**config.mk**
```make
export PLATFORM = sky130hd
export DESIGN_NAME = line_point_interpolator_core
export DESIGN_NICKNAME = d
export VERILOG_FILES = /design/src/lpi_pkg.sv /design/src/line_point_interpolator_core.sv
export SDC_FILE = /design/constraint.sdc
export NUM_CORES = 1
export LEC_CHECK = 0
export BUFFER_PORTS_ARGS = -buffer_cell sky130_fd_sc_hd__buf_2
export CAP_MARGIN = 0
export CORE_MARGIN = 5
export CORE_UTILIZATION = 55
export CTS_CLUSTER_DIAMETER = 40
export DETAILED_ROUTE_END_ITERATION = 16
export PLACE_DENSITY_LB_ADDON = 0.08
export SYNTH_ARGS = -nofsm -noshare
export SYNTH_HDL_FRONTEND = slang
export SYNTH_SLANG_ARGS = --single-unit
```
**constraint.sdc**
```tcl
create_clock -name aclk -period 4.8 [get_ports aclk]
set_input_delay 0.24 -clock aclk [delete_from_list [all_inputs] [get_ports aclk]]
set_output_delay 0.24 -clock aclk [all_outputs]
set_load 0.01 [all_outputs]
```
**src/lpi_pkg.sv**
```systemverilog
`timescale 1ns / 1ps
// ----------------------------------------------------------------------------
// lpi_pkg
// Shared types and constants for the line point interpolator.
// ----------------------------------------------------------------------------
package lpi_pkg;

    localparam int COORD_BITS = 16;
    localparam int FRAC_BITS  = 16;
    localparam int RES_BITS   = 16;
    localparam int ACC_BITS   = COORD_BITS + FRAC_BITS;
    localparam int INC_BITS   = ACC_BITS + 1;
    localparam int DIV_BITS   = (COORD_BITS > RES_BITS) ? COORD_BITS : RES_BITS;
    localparam int CNT_BITS   = $clog2(ACC_BITS);

    typedef logic [COORD_BITS-1:0] coord_t;
    typedef logic [RES_BITS-1:0]   res_t;
    typedef logic [ACC_BITS-1:0]   acc_t;
    typedef logic [INC_BITS-1:0]   inc_t;
    typedef logic [DIV_BITS-1:0]   div_t;
    typedef logic [CNT_BITS-1:0]   cnt_t;

    localparam res_t RES_RESET = res_t'(100);

    // Operation codes of an input word
    localparam logic OP_START = 1'b0;
    localparam logic OP_STEP  = 1'b1;

    // Iteration counts of the shared divider, minus one
    localparam cnt_t CNT_STEPS = cnt_t'(COORD_BITS - 1);
    localparam cnt_t CNT_INCR  = cnt_t'(ACC_BITS - 1);

    typedef enum logic [1:0] {
        ST_IDLE,
        ST_DIV_N,
        ST_DIV_X,
        ST_DIV_Y
    } state_t;

endpackage

```
**src/line_point_interpolator_core.sv**
```systemverilog
`timescale 1ns / 1ps
// A step word's point is in the output register on the next cycle.
// A start word holds the block through the step-count divide (ST_DIV_N) when the line has no
// interpolated steps, else also through the x and y increment divides (ST_DIV_X, ST_DIV_Y); the
// single shared restoring divider computes one quotient bit per cycle.
// Reset (aresetn low, synchronous): position, line state and output valid clear,
// step_resolution returns to 100.
// ----------------------------------------------------------------------------
// line_point_interpolator_core
// Two-axis straight-line point interpolator with a bit-serial shared divider.
// ----------------------------------------------------------------------------
module line_point_interpolator_core (
    input  logic               aclk,
    input  logic               aresetn,
    // configuration
    input  logic               cfg_wr_en,
    input  lpi_pkg::res_t      cfg_wr_data,
    // input words
    input  logic               s_valid,
    output logic               s_ready,
    input  logic               s_operation,
    input  lpi_pkg::coord_t    s_target_x,
    input  lpi_pkg::coord_t    s_target_y,
    // result words
    output logic               m_valid,
    input  logic               m_ready,
    output lpi_pkg::coord_t    m_point_x,
    output lpi_pkg::coord_t    m_point_y,
    output logic               m_x_changed,
    output logic               m_y_changed,
    output logic               m_last_point
);
    import lpi_pkg::*;

    // ------------------------------------------------------------------------
    // Registers
    // ------------------------------------------------------------------------
    state_t state_reg, state_next;
    res_t   res_reg;

    acc_t   accum_x_reg, accum_x_next;
    acc_t   accum_y_reg, accum_y_next;
    inc_t   incr_x_reg, incr_x_next;
    inc_t   incr_y_reg, incr_y_next;
    coord_t steps_left_reg, steps_left_next;
    coord_t line_end_x_reg, line_end_x_next;
    coord_t line_end_y_reg, line_end_y_next;
    coord_t cmd_x_reg, cmd_x_next;
    coord_t cmd_y_reg, cmd_y_next;
    logic   line_active_reg, line_active_next;

    // distances and directions of the line being set up
    coord_t dist_x_reg, dist_x_next;
    coord_t dist_y_reg, dist_y_next;
    logic   neg_x_reg, neg_x_next;
    logic   neg_y_reg, neg_y_next;

    // shared divider
    div_t   rem_reg, rem_next;
    acc_t   quo_reg, quo_next;
    div_t   div_reg, div_next;
    cnt_t   cnt_reg, cnt_next;

    // output register
    logic   out_valid_reg, out_valid_next;
    coord_t out_x_reg, out_x_next;
    coord_t out_y_reg, out_y_next;
    logic   out_xc_reg, out_xc_next;
    logic   out_yc_reg, out_yc_next;
    logic   out_last_reg, out_last_next;

    // ------------------------------------------------------------------------
    // Handshake
    // ------------------------------------------------------------------------
    logic in_accept;
    logic out_free;

    // A start word makes no result, so take it even while a point waits.
    assign out_free  = !out_valid_reg || m_ready;
    assign s_ready   = (state_reg == ST_IDLE) && (out_free || (s_operation == OP_START));
    assign in_accept = s_valid && s_ready;

    assign m_valid      = out_valid_reg;
    assign m_point_x    = out_x_reg;
    assign m_point_y    = out_y_reg;
    assign m_x_changed  = out_xc_reg;
    assign m_y_changed  = out_yc_reg;
    assign m_last_point = out_last_reg;

    // ------------------------------------------------------------------------
    // Shared divider: one restoring step per cycle. The dividend shifts out of
    // the top of quo_reg while quotient bits shift in at the bottom.
    // ------------------------------------------------------------------------
    logic [DIV_BITS:0] trial;
    logic [DIV_BITS:0] trial_diff;
    logic              div_ge;
    div_t              rem_step;
    acc_t              quo_step;
    coord_t            n_quot;
    acc_t              incr_quot;
    logic              div_last;

    assign trial      = {rem_reg, quo_reg[ACC_BITS-1]};
    assign trial_diff = trial - {1'b0, div_reg};
    assign div_ge     = (trial >= {1'b0, div_reg});
    assign rem_step   = div_ge ? trial_diff[DIV_BITS-1:0] : trial[DIV_BITS-1:0];
    assign quo_step   = {quo_reg[ACC_BITS-2:0], div_ge};
    assign n_quot     = quo_step[COORD_BITS-1:0];
    assign incr_quot  = quo_step;
    assign div_last   = (cnt_reg == '0);

    // ------------------------------------------------------------------------
    // Start-word setup terms
    // ------------------------------------------------------------------------
    logic   tx_ge, ty_ge;
    coord_t ax, ay, amax;
    res_t   res_eff;

    assign tx_ge   = (s_target_x >= cmd_x_reg);
    assign ty_ge   = (s_target_y >= cmd_y_reg);
    assign ax      = tx_ge ? (s_target_x - cmd_x_reg) : (cmd_x_reg - s_target_x);
    assign ay      = ty_ge ? (s_target_y - cmd_y_reg) : (cmd_y_reg - s_target_y);
    assign amax    = (ax > ay) ? ax : ay;
    // a zero resolution acts as one
    assign res_eff = (res_reg == '0) ? res_t'(1) : res_reg;

    // ------------------------------------------------------------------------
    // Step-word terms: advance the accumulators by the increments
    // ------------------------------------------------------------------------
    acc_t   step_acc_x, step_acc_y;
    coord_t step_px, step_py;

    assign step_acc_x = accum_x_reg + incr_x_reg[ACC_BITS-1:0];
    assign step_acc_y = accum_y_reg + incr_y_reg[ACC_BITS-1:0];
    assign step_px    = step_acc_x[ACC_BITS-1:FRAC_BITS];
    assign step_py    = step_acc_y[ACC_BITS-1:FRAC_BITS];

    // ------------------------------------------------------------------------
    // Sequencer: next state
    // ------------------------------------------------------------------------
    always_comb begin
        state_next = state_reg;
        unique case (state_reg)
            ST_IDLE: begin
                if (in_accept && (s_operation == OP_START)) begin
                    state_next = ST_DIV_N;
                end
            end
            ST_DIV_N: begin
                if (div_last) begin
                    // no interpolated steps: skip both increment divides
                    state_next = (n_quot == '0) ? ST_IDLE : ST_DIV_X;
                end
            end
            ST_DIV_X: begin
                if (div_last) begin
                    state_next = ST_DIV_Y;
                end
            end
            ST_DIV_Y: begin
                if (div_last) begin
                    state_next = ST_IDLE;
                end
            end
            default: state_next = ST_IDLE;
        endcase
    end

    // ------------------------------------------------------------------------
    // Sequencer: datapath and output values
    // ------------------------------------------------------------------------
    always_comb begin
        accum_x_next     = accum_x_reg;
        accum_y_next     = accum_y_reg;
        incr_x_next      = incr_x_reg;
        incr_y_next      = incr_y_reg;
        steps_left_next  = steps_left_reg;
        line_end_x_next  = line_end_x_reg;
        line_end_y_next  = line_end_y_reg;
        cmd_x_next       = cmd_x_reg;
        cmd_y_next       = cmd_y_reg;
        line_active_next = line_active_reg;
        dist_x_next      = dist_x_reg;
        dist_y_next      = dist_y_reg;
        neg_x_next       = neg_x_reg;
        neg_y_next       = neg_y_reg;
        rem_next         = rem_reg;
        quo_next         = quo_reg;
        div_next         = div_reg;
        cnt_next         = cnt_reg;
        out_x_next       = out_x_reg;
        out_y_next       = out_y_reg;
        out_xc_next      = out_xc_reg;
        out_yc_next      = out_yc_reg;
        out_last_next    = out_last_reg;
        out_valid_next   = out_valid_reg && !m_ready;

        unique case (state_reg)
            ST_IDLE: begin
                if (in_accept && (s_operation == OP_START)) begin
                    // Abandon any old line; the new one starts at the commanded point.
                    accum_x_next     = {cmd_x_reg, FRAC_BITS'(0)};
                    accum_y_next     = {cmd_y_reg, FRAC_BITS'(0)};
                    line_end_x_next  = s_target_x;
                    line_end_y_next  = s_target_y;
                    line_active_next = 1'b1;
                    dist_x_next      = ax;
                    dist_y_next      = ay;
                    neg_x_next       = !tx_ge;
                    neg_y_next       = !ty_ge;
                    // step count n = longer distance / resolution
                    rem_next         = '0;
                    quo_next         = {amax, FRAC_BITS'(0)};
                    div_next         = div_t'(res_eff);
                    cnt_next         = CNT_STEPS;
                end else if (in_accept) begin
                    if (steps_left_reg != '0) begin
                        accum_x_next    = step_acc_x;
                        accum_y_next    = step_acc_y;
                        steps_left_next = steps_left_reg - coord_t'(1);
                        out_x_next      = step_px;
                        out_y_next      = step_py;
                        out_last_next   = 1'b0;
                        out_valid_next  = 1'b1;
                    end else if (line_active_reg) begin
                        line_active_next = 1'b0;
                        out_x_next       = line_end_x_reg;
                        out_y_next       = line_end_y_reg;
                        out_last_next    = 1'b1;
                        out_valid_next   = 1'b1;
                    end
                    // a step with no line drops silently
                    if ((steps_left_reg != '0) || line_active_reg) begin
                        out_xc_next = (out_x_next != cmd_x_reg);
                        out_yc_next = (out_y_next != cmd_y_reg);
                        cmd_x_next  = out_x_next;
                        cmd_y_next  = out_y_next;
                    end
                end
            end
            ST_DIV_N: begin
                rem_next = rem_step;
                quo_next = quo_step;
                cnt_next = cnt_reg - cnt_t'(1);
                if (div_last) begin
                    steps_left_next = n_quot;
                    incr_x_next     = '0;
                    incr_y_next     = '0;
                    // x increment = (dist_x << FRAC_BITS) / n
                    rem_next        = '0;
                    quo_next        = {dist_x_reg, FRAC_BITS'(0)};
                    div_next        = div_t'(n_quot);
                    cnt_next        = CNT_INCR;
                end
            end
            ST_DIV_X: begin
                rem_next = rem_step;
                quo_next = quo_step;
                cnt_next = cnt_reg - cnt_t'(1);
                if (div_last) begin
                    incr_x_next = neg_x_reg ? (inc_t'(0) - {1'b0, incr_quot})
                                            : {1'b0, incr_quot};
                    rem_next    = '0;
                    quo_next    = {dist_y_reg, FRAC_BITS'(0)};
                    cnt_next    = CNT_INCR;
                end
            end
            ST_DIV_Y: begin
                rem_next = rem_step;
                quo_next = quo_step;
                cnt_next = cnt_reg - cnt_t'(1);
                if (div_last) begin
                    incr_y_next = neg_y_reg ? (inc_t'(0) - {1'b0, incr_quot})
                                            : {1'b0, incr_quot};
                end
            end
            default: begin
                out_valid_next = 1'b0;
            end
        endcase
    end

    // ------------------------------------------------------------------------
    // Control registers
    // ------------------------------------------------------------------------
    always_ff @(posedge aclk) begin
        if (!aresetn) begin
            state_reg       <= ST_IDLE;
            res_reg         <= RES_RESET;
            accum_x_reg     <= '0;
            accum_y_reg     <= '0;
            incr_x_reg      <= '0;
            incr_y_reg      <= '0;
            steps_left_reg  <= '0;
            line_end_x_reg  <= '0;
            line_end_y_reg  <= '0;
            cmd_x_reg       <= '0;
            cmd_y_reg       <= '0;
            line_active_reg <= 1'b0;
            cnt_reg         <= '0;
            out_valid_reg   <= 1'b0;
        end else begin
            state_reg       <= state_next;
            if (cfg_wr_en) begin
                res_reg <= cfg_wr_data;
            end
            accum_x_reg     <= accum_x_next;
            accum_y_reg     <= accum_y_next;
            incr_x_reg      <= incr_x_next;
            incr_y_reg      <= incr_y_next;
            steps_left_reg  <= steps_left_next;
            line_end_x_reg  <= line_end_x_next;
            line_end_y_reg  <= line_end_y_next;
            cmd_x_reg       <= cmd_x_next;
            cmd_y_reg       <= cmd_y_next;
            line_active_reg <= line_active_next;
            cnt_reg         <= cnt_next;
            out_valid_reg   <= out_valid_next;
        end
    end

    // ------------------------------------------------------------------------
    // Payload registers
    // ------------------------------------------------------------------------
    always_ff @(posedge aclk) begin
        dist_x_reg   <= dist_x_next;
        dist_y_reg   <= dist_y_next;
        neg_x_reg    <= neg_x_next;
        neg_y_reg    <= neg_y_next;
        rem_reg      <= rem_next;
        quo_reg      <= quo_next;
        div_reg      <= div_next;
        out_x_reg    <= out_x_next;
        out_y_reg    <= out_y_next;
        out_xc_reg   <= out_xc_next;
        out_yc_reg   <= out_yc_next;
        out_last_reg <= out_last_next;
    end

    // ------------------------------------------------------------------------
    // Assertions
    // ------------------------------------------------------------------------
`ifndef SYNTH
    // Hold off input words while the divider runs.
    a_busy_not_ready: assert property (@(posedge aclk) disable iff (!aresetn)
        (state_reg != ST_IDLE) |-> !s_ready)
        else $error("input ready while divider busy");

    // Interpolated steps remain only inside an active line.
    a_steps_in_line: assert property (@(posedge aclk) disable iff (!aresetn)
        (steps_left_reg != '0) |-> line_active_reg)
        else $error("steps left with no active line");

    // The y increment divide ends the setup.
    a_setup_ends: assert property (@(posedge aclk) disable iff (!aresetn)
        ((state_reg == ST_DIV_Y) && div_last) |=> (state_reg == ST_IDLE))
        else $error("setup did not return to idle");

    // A fresh last point has the line target's x and the new commanded y.
    a_last_is_target: assert property (@(posedge aclk) disable iff (!aresetn)
        $rose(m_valid) && m_last_point |->
            (m_point_x == line_end_x_reg) && (m_point_y == cmd_y_reg))
        else $error("last point differs from line target");
`endif

endmodule
```
======== Yosys cells after proc, flatten, opt, wreduce, memory -nomap -nowiden ========
Cells that the tools add are included.
word-level totals
  register bits ........................... 366
  bits in latches ......................... 0
  bits in writable memories ............... 0
  memory bits (read-only) ................. 0
  input bits .............................. 54
  output and inout bits ................... 37
  logic and storage cells ................. 149
  memories ................................ 0
operators by class
  add/subtract/negate cells ............... 10
  $mul .................................... 0
  divide/modulo/power cells ............... 0
  $lt $le $gt $ge ......................... 4
  equal/unequal tests ..................... 13
  shifts and indexed selects .............. 0
  mux-type cells .......................... 60
  bitwise operators ....................... 2
  reduce and logical (&&, ||, !) cells .... 34
operator list
  cell                     number
  $mux W32                 14
  $mux W16                 22
  $pmux W32 S2             2
  $pmux W32 S4             1
  $sub A16 B16 Y16         5
  $add A32 B32 Y32         2
  $pmux W16 S2             2
  $pmux W16 S3             1
  $ge A16 B16 Y1           2
  $logic_not A16 Y1        2
  $ne A16 B16 Y1           2
  $sub A1 B32 Y32 const A  1
  $reduce_and A3 Y1        6
  $ge A17 B16 Y1           1
  $gt A16 B16 Y1           1
  $reduce_bool A16 Y1      1
  $sub A16 B1 Y16 const B  1
  $pmux W5 S3              1
  $ne A2 B2 Y1 const B     6
  $reduce_and A4 Y1        3
  $reduce_bool A2 Y1       6
  $mux W2                  5
  $mux W5                  2
  $mux W1                  9
  other kinds (14)         25

======== Longest topological paths before layout ========
  depth in word-level cells ............... 9
  depth in mapped cells ................... 26

======== Worst setup path before layout ========
No wires, ideal clock.
  kind .................................... register to register
  from .................................... register cmd_x_reg[0]
  to ...................................... register quo_reg[18] (data pin)
  library setup time ...................... 0.180 ns
  data arrival time ....................... 4.993 ns
  required time ........................... 4.620 ns
  path slack .............................. -0.374 ns
  stages on the path, launching flop included .. 24
  period minus slack after synthesis ...... 5.174 ns
  cells stage by stage .................... dfxtp_1 ha_1 inv_1 fa_1 a21o_1 a21o_1 a221oi_1 o41ai_1 a211o_1 a21oi_1 clkbuf_1 mux2i_1 xnor2_1 ha_1 a21o_1 a21o_1 a21oi_1 o21ai_0 nor4_1 o21ai_0 nand2_1 clkbuf_1 nor2_1 a221oi_1
between the ends
  cells in the longest elaborated chain, start to end .. 6
  elaborated cells between the ends (all ways) .. 8
ends and longest elaborated chain
  element                                                    line                                                                      source
  start: declaration                                         line_point_interpolator_core.sv:48                                        coord_t cmd_x_reg, cmd_x_next;
  start signal: assignment                                   line_point_interpolator_core.sv:314                                       cmd_x_reg <= cmd_x_next;
  $sub A16 B16 Y16 / $ge A16 B16 Y1 (equally long branches)  line_point_interpolator_core.sv:121, line_point_interpolator_core.sv:119
  $mux W16 *                                                 line_point_interpolator_core.sv:121                                       assign ax = tx_ge ? (s_target_x - cmd_x_reg) : (cmd_x_reg - s_target_x);
  named net ax[9]                                            line_point_interpolator_core.sv:116                                       coord_t ax, ay, amax;
  $gt A16 B16 Y1 *                                           line_point_interpolator_core.sv:123                                       assign amax = (ax > ay) ? ax : ay;
  $mux W16 *                                                 line_point_interpolator_core.sv:123
  $mux W32 *                                                 line_point_interpolator_core.sv:200                                       if (in_accept && (s_operation == OP_START)) begin
  $pmux W32 S4 *                                             line_point_interpolator_core.sv:198                                       unique case (state_reg)
  named net quo_next[18]                                     line_point_interpolator_core.sv:60                                        acc_t quo_reg, quo_next;
  end signal: assignment                                     line_point_interpolator_core.sv:331                                       quo_reg <= quo_next;
  end: declaration                                           line_point_interpolator_core.sv:60
The timed path passes the listed nets; every way through them passes the cells marked *. The select of a mux whose other input is x is not followed.
A chain may end at the register's enable or synchronous reset.

======== Worst setup path after layout ========
  from .................................... register cmd_x_reg[0]
  to ...................................... register quo_reg[27] (data pin)
Same word-level chain as after synthesis.

==> results.txt <==
H-tree depth -> 3
Hold Vio Cnt, Final -> 0
Distinct cells, synth -> 77
site row count -> 76
Synth Area in Simple Gates -> 16.9%
first-pass GRT wire length -> 123 mm
crit share post-route -> 103%
Post-synth EDFFs -> 133
R2R setup slack -> -0.12 ns
number of remaining DRC errors -> 0
WP data required -> 5.14 ns
Syn Area/Cell -> 8.48 um^2
skew final -> 0.0248 ns
Layout Nets -> 3287
PD cells -> 650 nW/um^2
routed len/inst -> 21.8 um
Clock Tree Buf Depth -> 3
die area -> 47900 um^2
core region area -> 43100 um^2
depth of the most critical reg-to-reg path -> 22
Port Buf Inserts -> 90
main combinational cell family by area after synthesis -> compound AO/OA/AOI/OAI gates
endpoints failing setup -> 14
Critical Path AT -> 5.27 ns
status -> finished with violations
leakage -> 0.0120 uW
failing checks -> setup timing
Final ANT Viol Nets -> 0
main flop type after synthesis -> dfxtp_1
placed cell areas -> 25900 um^2
setup ws final -> -0.123 ns
CP endpoint -> quo_reg[27]$_DFFE_PP_
sequential element share of the synthesized area -> 36.1%
cells after synthesis -> 2828
# IOs -> 91
compound-gate portion of the synthesized area -> 22.8%
routed vias/inst -> 6.07
clock sinks -> 366
drt first-iter violations -> 2147
worst skew pair latency -> 0.61 ns
Die X -> 219 um
Clock transition at path regs -> 0.05 ns
max-slew violations -> 0
Fmax achieved -> 0.203 GHz
Diodes inserted -> 0
asr flop ratio synth -> 0%
clock period minus worst slack -> 4.92 ns
Adder-Cell Fraction of Synth Area -> 9.14%
fraction of layout cells with a size suffix above 1 -> 14.8%
grt ovf -> 0
gpl congestion -> 0.935
mapped cell area -> 24000 um^2
Setup crit end kind -> flip-flop
TritonCTS clock tree -> yes
root buf cell -> clkbuf_16
HP Start -> s_target_x[0]
Starting Density -> 55.7%
worst r2r src -> cmd_x_reg[0]$_SDFFE_PN0P_
R2R Path End -> quo_reg[27]$_DFFE_PP_
pre-CTS WS -> -0.300 ns
#FFs+latches synth -> 366
dpl hpwl -> 59.3 mm
IR drop worst, VDD -> 0.460 mV
worst slew pin tran -> 1.30 ns
maximum fanout along the worst path -> 6
hold path depth -> 4
Setup CP Type -> reg2reg
Startpoint Class -> flip-flop
Pre-antenna DRT Iters -> 6
Yosys warnings -> 0
Slew headroom -> 12.9%
mux cell area share after synthesis -> 2.83%
Mapped Nets -> 3053
initial antenna violation count -> 0
Area growth, synth to finish -> 20.8%
vias in the first global route -> 21500
post-route cell area -> 29000 um^2
Fin Hold WS -> 0.0587 ns
total track usage -> 32.7%
max_cap viols -> 0
final WL -> 80.6 mm
Hold Path Class -> in2reg
Die Ht -> 219 um
DR vias -> 22500
largest net degree at the start of global routing -> 90
Inserted Clock Buffers -> 66
RSZ-0062 raised after global routing -> yes
Synth Area in XOR/XNOR -> 6.99%
launch point of the worst path -> cmd_x_reg[0]$_SDFFE_PN0P_
## cell type report
class | instances | area (um^2)
Multi-Input combinational cell | 2129 | 14300
Fill cell | 3580 | 14100
Sequential cell | 366 | 8660
Timing Repair Buffer | 326 | 2390
Clock buffer | 77 | 1790
Tap cell | 585 | 732
Inverter | 173 | 656
Clock inverter | 45 | 480
## power by group
group,leakage [uW],internal [uW],switching [uW],total (uW)
clock,0.00111,3010,1780,4790
combinational,0.00772,3650,5650,9300
sequential,0.00316,4160,616,4770
## routing by layer
layer  vias to the layer above  global-route usage [%]  part of all wire (%)
li1                      10600                       -                     -
met1                     10700                    43.8                    42
met2                       950                    54.2                    47
met3                       165                    5.17                   7.2
met4                         0                    11.2                   3.4
met5                         -                       0                     0
## logic make-up (layout without fill, tap and decap cells)
family,after synthesis,after routing
AO/OA/AOI/OAI,840,840
XOR/XNOR,190,190
adder cells (fa/ha/maj),171,171
buffers and inverters,333,621
flip-flops,366,366
multiplexers,67,67
AND/OR/NAND/NOR,861,861
## metrics by stage
stage | setup TNS, ns | total power (uW) | std cells | utilization (%)
floorplan | 0 | 10100 | 2828 | -
global placement | -1.01 | 13300 | 3517 | 60.2
detailed placement | -3.80 | 13500 | 3517 | 60.2
CTS | 0 | 18400 | 3695 | 66.8
global route | -3.44 | 19800 | 3701 | 67.3
finish | -0.825 | 18900 | 3701 | 67.3
## worst max-delay path: stages (launching register included)
cell and delay, ns:
dfxtp_2 0.34, ha_4 0.14, inv_4 0.04, fa_2 0.38, a21o_1 0.17, a21o_1 0.19, a221oi_2 0.30, o41ai_2 0.14
a211o_1 0.32, a21oi_2 0.18, buf_6 0.14, mux2i_1 0.21, xnor2_1 0.18, ha_1 0.29, a21o_1 0.19, a21o_1 0.17
a21oi_2 0.13, o21ai_1 0.12, nor4_2 0.38, o21ai_2 0.14, nand2b_4 0.17, buf_6 0.15, o221a_4 0.20
## worst min path at each step
stage                                     end  slack (ns)
3_5_place_dp      accum_y_reg[3]$_SDFFE_PN0P_        0.45
3_3_place_gp     accum_x_reg[10]$_SDFFE_PN0P_        0.44
4_1_cts        line_end_x_reg[0]$_SDFFE_PN0P_        0.03
6_report       line_end_x_reg[0]$_SDFFE_PN0P_        0.06
5_1_grt        line_end_x_reg[0]$_SDFFE_PN0P_        0.04
2_1_floorplan         res_reg[2]$_SDFFE_PN1P_        0.37
## cell usage in the layout, fill, tap and decap left out, types with 17 or more instances in the layout
master	Yosys	layout
nand2_1	387	386
dfxtp_1	233	231
o21ai_0	211	206
a21oi_1	193	189
buf_4	0	184
inv_1	171	169
ha_1	164	162
nor2_1	141	136
edfxtp_1	133	133
xnor2_1	133	132
buf_2	5	89
nor2b_1	88	88
clkbuf_16	0	70
a21boi_0	65	64
mux2i_1	60	59
xor2_1	56	56
a22oi_1	52	52
a21o_1	50	50
dlygate4sd3_1	0	46
nand3_1	40	40
nor3_1	32	31
and2_1	30	30
nand2b_1	27	25
o21bai_1	25	25
a211oi_1	25	24
nand4_1	23	23
o211ai_1	21	21
a221oi_1	27	21
a31oi_1	22	20
nor4_1	20	18
or3_1	18	18
o21a_1	17	17
a222oi_1	17	17
## synth_stat cells, types with 6 or more instances
cell,instances,area [um^2]
a211o_1,8,70.1
a211oi_1,25,188
a21boi_0,65,488
a21o_1,50,375
a21oi_1,193,966
a221oi_1,27,236
a222oi_1,17,170
a22o_1,14,123
a22oi_1,52,390
a31oi_1,22,138
and2_1,30,188
and3_1,11,68.8
and4_1,6,52.6
buf_1,10,37.5
clkbuf_1,143,537
dfxtp_1,233,4660
edfxtp_1,133,3990
fa_1,7,140
ha_1,164,2050
inv_1,171,642
mux2_2,7,78.8
mux2i_1,60,601
nand2_1,387,1450
nand2b_1,27,169
nand3_1,40,200
nand4_1,23,144
nor2_1,141,529
nor2b_1,88,551
nor3_1,32,160
nor3b_1,7,52.6
nor4_1,20,125
o211a_1,10,100
o211ai_1,21,158
o21a_1,17,128
o21ai_0,211,1060
o21bai_1,25,188
o22ai_1,12,75.1
o31ai_1,14,105
o41ai_1,7,61.3
or3_1,18,113
or4_1,12,90.1
xnor2_1,133,1160
xor2_1,56,490
## timing repair
item / CTS / global route
hold buffers: 46 / 0
gates resized for setup: 8 / 41
pin swaps: 4 / 27
endpoints found under the hold margin: 46 / 0
endpoints found under the setup margin: 16 / 25
setup buffers: 10 / 7
No activity file was read; power rests on OpenSTA's default activity.
